File: src/rtl/pose_error_metric_macros.svh
// Assertion macros shared by the pose error metric RTL.
// Needs clk_i and rst_ni in the scope where a macro is used.
`ifndef POSE_ERROR_METRIC_MACROS_SVH
`define POSE_ERROR_METRIC_MACROS_SVH

// same-cycle implication
`define PEM_ASSERT_NOW(lbl, ante, cons, msg) \
  lbl: assert property (@(posedge clk_i) disable iff (!rst_ni) (ante) |-> (cons)) \
    else $error(msg);

// next-cycle implication
`define PEM_ASSERT_NEXT(lbl, ante, cons, msg) \
  lbl: assert property (@(posedge clk_i) disable iff (!rst_ni) (ante) |=> (cons)) \
    else $error(msg);

`endif

File: src/rtl/pem_pkg.sv
// Types and constants of the pose error metric.
// No dependencies.
`timescale 1ns / 1ps
package pem_pkg;
  localparam int DefFractionBits = 24;
  localparam int RadW  = 68;
  localparam int RootW = 34;
  localparam int MulW  = 34;

  localparam logic [1:0] ColTrans = 2'd3;
  localparam logic [1:0] ColFirst = 2'd0;

  typedef struct packed {
    logic              trans;
    logic [1:0]        col;
    logic signed [31:0] want_x;
    logic signed [31:0] want_y;
    logic signed [31:0] want_z;
    logic signed [31:0] got_x;
    logic signed [31:0] got_y;
    logic signed [31:0] got_z;
  } item_t;

  typedef enum logic [2:0] {
    ST_IDLE, ST_CROSS, ST_ACC, ST_PSQ, ST_PSQRT, ST_RSQ, ST_RSQRT, ST_OUT
  } back_st_e;
endpackage

File: src/rtl/pem_front.sv
// Front end: accepts column words, tags them and holds them in a two-entry queue.
// Depends on pem_pkg.
`timescale 1ns / 1ps
module pem_front import pem_pkg::*; (
  input  logic              clk_i,
  input  logic              rst_ni,
  input  logic              in_valid_i,
  output logic              in_stall_o,
  input  logic [1:0]        column_index_i,
  input  logic signed [31:0] want_x_i,
  input  logic signed [31:0] want_y_i,
  input  logic signed [31:0] want_z_i,
  input  logic signed [31:0] got_x_i,
  input  logic signed [31:0] got_y_i,
  input  logic signed [31:0] got_z_i,
  output logic              q_valid_o,
  output item_t             q_item_o,
  input  logic              q_pop_i
);
  item_t      mem_q [2];
  logic       wr_q, rd_q;
  logic [1:0] cnt_q;
  logic       push, pop;
  item_t      in_item;

  assign in_stall_o = (cnt_q == 2'd2);
  assign push = in_valid_i && !in_stall_o;
  assign pop  = q_pop_i && q_valid_o;
  assign q_valid_o = (cnt_q != 2'd0);
  assign q_item_o  = mem_q[rd_q];

  always_comb begin
    in_item.trans  = (column_index_i == ColTrans);
    in_item.col    = column_index_i;
    in_item.want_x = want_x_i;
    in_item.want_y = want_y_i;
    in_item.want_z = want_z_i;
    in_item.got_x  = got_x_i;
    in_item.got_y  = got_y_i;
    in_item.got_z  = got_z_i;
  end

  always_ff @(posedge clk_i) begin
    if (push) mem_q[wr_q] <= in_item;
  end

  always_ff @(posedge clk_i or negedge rst_ni) begin
    if (!rst_ni) begin
      wr_q  <= 1'b0;
      rd_q  <= 1'b0;
      cnt_q <= 2'd0;
    end else begin
      if (push) wr_q <= !wr_q;
      if (pop)  rd_q <= !rd_q;
      cnt_q <= cnt_q + {1'b0, push} - {1'b0, pop};
    end
  end
endmodule

File: config.mk
export PLATFORM = sky130hd
export DESIGN_NAME = pem_front
export DESIGN_NICKNAME = d
export VERILOG_FILES = /design/src/rtl/pose_error_metric_macros.svh /design/src/rtl/pem_pkg.sv /design/src/rtl/pem_front.sv
export SDC_FILE = /design/constraint.sdc
export NUM_CORES = 1
export LEC_CHECK = 0
export ABC_AREA = 1
export BUFFER_PORTS_ARGS = -buffer_cell sky130_fd_sc_hd__buf_2
export CORE_MARGIN = 1.5
export CORE_UTILIZATION = 56
export CTS_CLUSTER_DIAMETER = 80
export DETAILED_ROUTE_END_ITERATION = 16
export PLACE_DENSITY = 0.89
export SLEW_MARGIN = 20
export SYNTH_ARGS = -nofsm -noshare
export SYNTH_HDL_FRONTEND = slang
export SYNTH_SLANG_ARGS = --single-unit
File: constraint.sdc
create_clock -name clk_i -period 15.9 [get_ports clk_i]
set_input_delay 3.18 -clock clk_i [delete_from_list [all_inputs] [get_ports clk_i]]
set_output_delay 3.18 -clock clk_i [all_outputs]
set_load 0.01 [all_outputs]
## Word level (Yosys, flattened, before mapping)

Memory sizes are Yosys's and may differ from the RTL's.
Cells that the tools add are included.
Widths: inputs -> output; s select.

| word-level totals | value |
|---|---|
| register bits after elaboration | 4 |
| RAM bits | 390 |
| output and inout bits | 197 |
| word-level logic and storage cells | 16 |
| memories | 1 |

| operators by class | value |
|---|---|
| add/sub/neg operators | 2 |
| eq/ne operators | 2 |
| multiplexer cells | 2 |
| reduce and logical (&&, ||, !) cells | 6 |

Memories:

| memory | words | bits a word | read ports | clocked after memory_dff | write ports | line | source |
|---|---|---|---|---|---|---|---|
| mem_q | 2 | 195 | 1 | 0 | 1 | pem_front.sv:20 | `item_t mem_q [2];` |

Operators with widths:

| cell | count |
|---|---|
| $eq 2x2->1 const B | 2 |
| $logic_not 1->1 | 3 |
| $add 2x1->2 | 1 |
| $logic_and 1x1->1 | 2 |
| $mux 1 | 2 |
| $reduce_bool 2->1 | 1 |
| $sub 2x1->2 | 1 |

## Logic depth before layout (Yosys ltp)

| depth | value |
|---|---|
| depth in word-level cells | 5 |
| depth in mapped cells | 10 |
| gate-level depth less buffers | 10 |

## Worst setup path after synthesis

OpenSTA, ideal clock, no wires.

| path | value |
|---|---|
| path type | in2reg |
| from | input in_valid_i |
| to | memory mem_q[1][0] (netlist name), enable pin |
| library setup time | 0.753 ns |
| data arrival time | 11.348 ns |
| path slack | 3.799 ns |
| stages on the path | 2 |
| cell sequence | nand2_1 -> nor2_1 |

| on the way | value |
|---|---|
| cells in the longest elaborated chain, start to end | 3 |

Ends and longest elaborated chain:

| item | line | source |
|---|---|---|
| start: declaration | pem_front.sv:7 | `input logic in_valid_i,` |
| $logic_and 1x1->1 | pem_front.sv:27 | `assign push = in_valid_i && !in_stall_o;` |
| $mux 1 | pem_front.sv:44 | `if (push) mem_q[wr_q] <= in_item;` |
| $mux 1 (not written as such) | pem_front.sv:44 |  |
| end: declaration | pem_front.sv:20 |  |

No other way between the ends.

==> metrics.txt <==
final clock skew=0.0132 ns; RSZ-0062 raised after global routing=no; DR pass1 iterations=5; Layout Utilization=0.706; count of cell types in the netlist=11; fin cells=around 1800; Post-Synth Adder-Cell Area=0.00173; Rows=a little under 60; clk buf depth=3; total clock sinks=approximately 390; area of the multi-input gates=roughly 2300 um2; Post-CTS Resized=0; Core Area=about 25000 um2; Clk network pwr share=0.256; Critical Path Fanout Max=104; via count=between 9000 and 10000; # fillers=1545; Synth Cell Area=14400 um2; post-synthesis mux area share=0; GRT overflow=0; Post-route DRC=0; post-synthesis cell count=between 1000 and 1500; Hold Violations, Final=0; fraction of layout cells with a size suffix above 1=0.311; CTS tree=yes; Slew headroom=0.275; xor/xnor share of the synthesized area=0; Synth Area in Simple Gates=0.157; Leak=7.74 nW; dpl hpwl=21100 um; Sequential Power Share=0.437; initial core utilization=0.571; hold crit path type=reg -> reg; global-route wire length before repair=49300 um; Final Net Count=1651; # Post-CTS Setup Buffers=0; CP required=around 13 ns; die height=164 um; Placer Congestion=0.786; FF+latch area=11800 um2; post-route minimum period=6.34 ns; peak supply drop=between 0.15 and 0.2 mV; Tcrit/Tclk final=0.399; DIE AREA=26700 um2; total of max-cap violations=0; largest net degree at the start of global routing=120; Internal Power=0.00224 W; net switching power=0.00116 W; Syn Nets=between 1000 and 1500; Placed Cells=roughly 1700; WP data arrival=about 3.2 ns; IO Port Bufs=394; clock insertion delay at the later pin of the skew report=0.51 ns; largest area contributor in the netlist=edfxtp_1; element type at the critical path end=output pin; slew at the pin closest to its max-slew limit=1.09 ns; Post-CTS Hold Buffers=0; initial antenna violation count=7; routed len/inst=approximately 18 um; Ys Warns=0; Clock Tree Root=clkbuf_16; commonest non-fill, non-tap cell in the layout=nand2_1; Detail Route Antenna Nets=0; DIE WIDTH=164 um; Seq cells post-synth=between 300 and 400; endpoints failing setup=0; total wire length=33500 um; final slew viol count=0; largest family of logic cells by synthesized area=simple AND/OR/NAND/NOR gates; Design Power=roughly 0.0034 W; Pwr per Cell Area=191 nW/um2; register area share after synthesis=0.819; clock-pin slew on the worst setup and hold paths=roughly 0.060 ns; sw frac=0.341; I/O pins=~400; post-route setup TNS=0 ns; H-tree depth=2; Total GRT Usage=0.244; area fraction of the dominant cell type after synthesis=0.812; type of the worst setup path=reg -> out; Critical Path Start Type=register; commonest cells after routing, fill and taps aside=nand2_1, buf_2, edfxtp_1; average vias per placed instance=5.22; Post-Syn Area per Cell=13.7 um2; complex-gate fraction of the synthesized area=0; run status=completed; Iteration-0 DRC Markers=917; vias in the first global route=around 9400; FMAX=roughly 160 MHz; Comb pwr share=0.307; synth top area cells=edfxtp_1, nand2_1, buf_2; Num CTS Buffers=38; Syn-to-layout area delta=23.6%
## worst max-delay path: stages (launching register included)
cell,delay [ns]
dfrtp_4,0.62
inv_6,0.51
buf_4,0.90
nand2_1,0.19
nand2_1,0.13
buf_2,0.13
## registers in the layout (all words and copies together) (netlist names)
| name | count |
|---|---|
| cnt_q | 2 |
| mem_q | 390 |
| rd_q | 1 |
| wr_q | 1 |
## cells by family after synthesis
| family | after synthesis |
|---|---|
| DFF | 394 |
| adders and majority gates | 2 |
| buffers and inverters | 54 |
| and+or+nand+nor | 603 |
## cells in the mapped netlist
| master | n |
|---|---|
| ha_1 | 2 |
| nand3_1 | 3 |
| inv_4 | 1 |
| buf_2 | 24 |
| buf_4 | 14 |
| nand2_1 | 599 |
| edfxtp_1 | 390 |
| buf_6 | 5 |
| inv_1 | 10 |
| nor2_1 | 1 |
| dfrtp_1 | 4 |
## power groups by stage
stage / clock [W] / combinational [W] / sequential, W
after global routing: 0.000919 / 0.00115 / 0.00151
final: 0.000872 / 0.00105 / 0.00149
after global placement: 0 / 0.00101 / 0.00149
after CTS: 0.000885 / 0.00105 / 0.00149
after detailed placement: 0 / 0.00104 / 0.00150
after floorplan: 0 / 0.000636 / 0.00154
## area by class of cell
cell class                      count  share of cell area
Timing Repair Buffer              401               0.113
Antenna cell                        5            0.000701
Tap cell                          330              0.0231
Multi-Input combinational cell    605               0.129
Clock buffer                       46              0.0591
Clock inverter                     24             0.00926
Sequential cell                   394               0.662
Inverter                           11             0.00302
## through the flow
step,hold slack [ns],instance area (um2),worst slack [ns]
finish,0.481,17800,9.56
global route,0.542,17800,9.40
CTS,0.484,17800,9.57
detailed placement,0.476,16600,10.19
global placement,0.453,16600,10.19
floorplan,0.442,14400,3.80
## final timing paths
check / depth (start not counted) / start / slack (ns) / to
worst max register to register: 6 / cnt_q[0] / 12.99 / mem_q[1][161]
worst min register to register: 2 / wr_q / 0.48 / wr_q
max in group asynchronous: 1 / rst_ni / 13.30 / rd_q
worst max-delay path: 5 / rd_q / 9.56 / q_item_o[104]
min in group asynchronous: 1 / rst_ni / 2.46 / cnt_q[0]
worst min-delay path: 2 / wr_q / 0.48 / wr_q
## per-layer routing
metal | global-route usage | up-vias | wire length [um]
met1 | 0.281 | 4465 | 11600
li1 | - | 4364 | -
met4 | 0.0996 | 4 | 1160
met2 | 0.427 | 550 | 17100
met5 | 0 | - | 28
met3 | 0.0711 | 91 | 3670
Note: power is estimated with default switching activity, not from simulation.
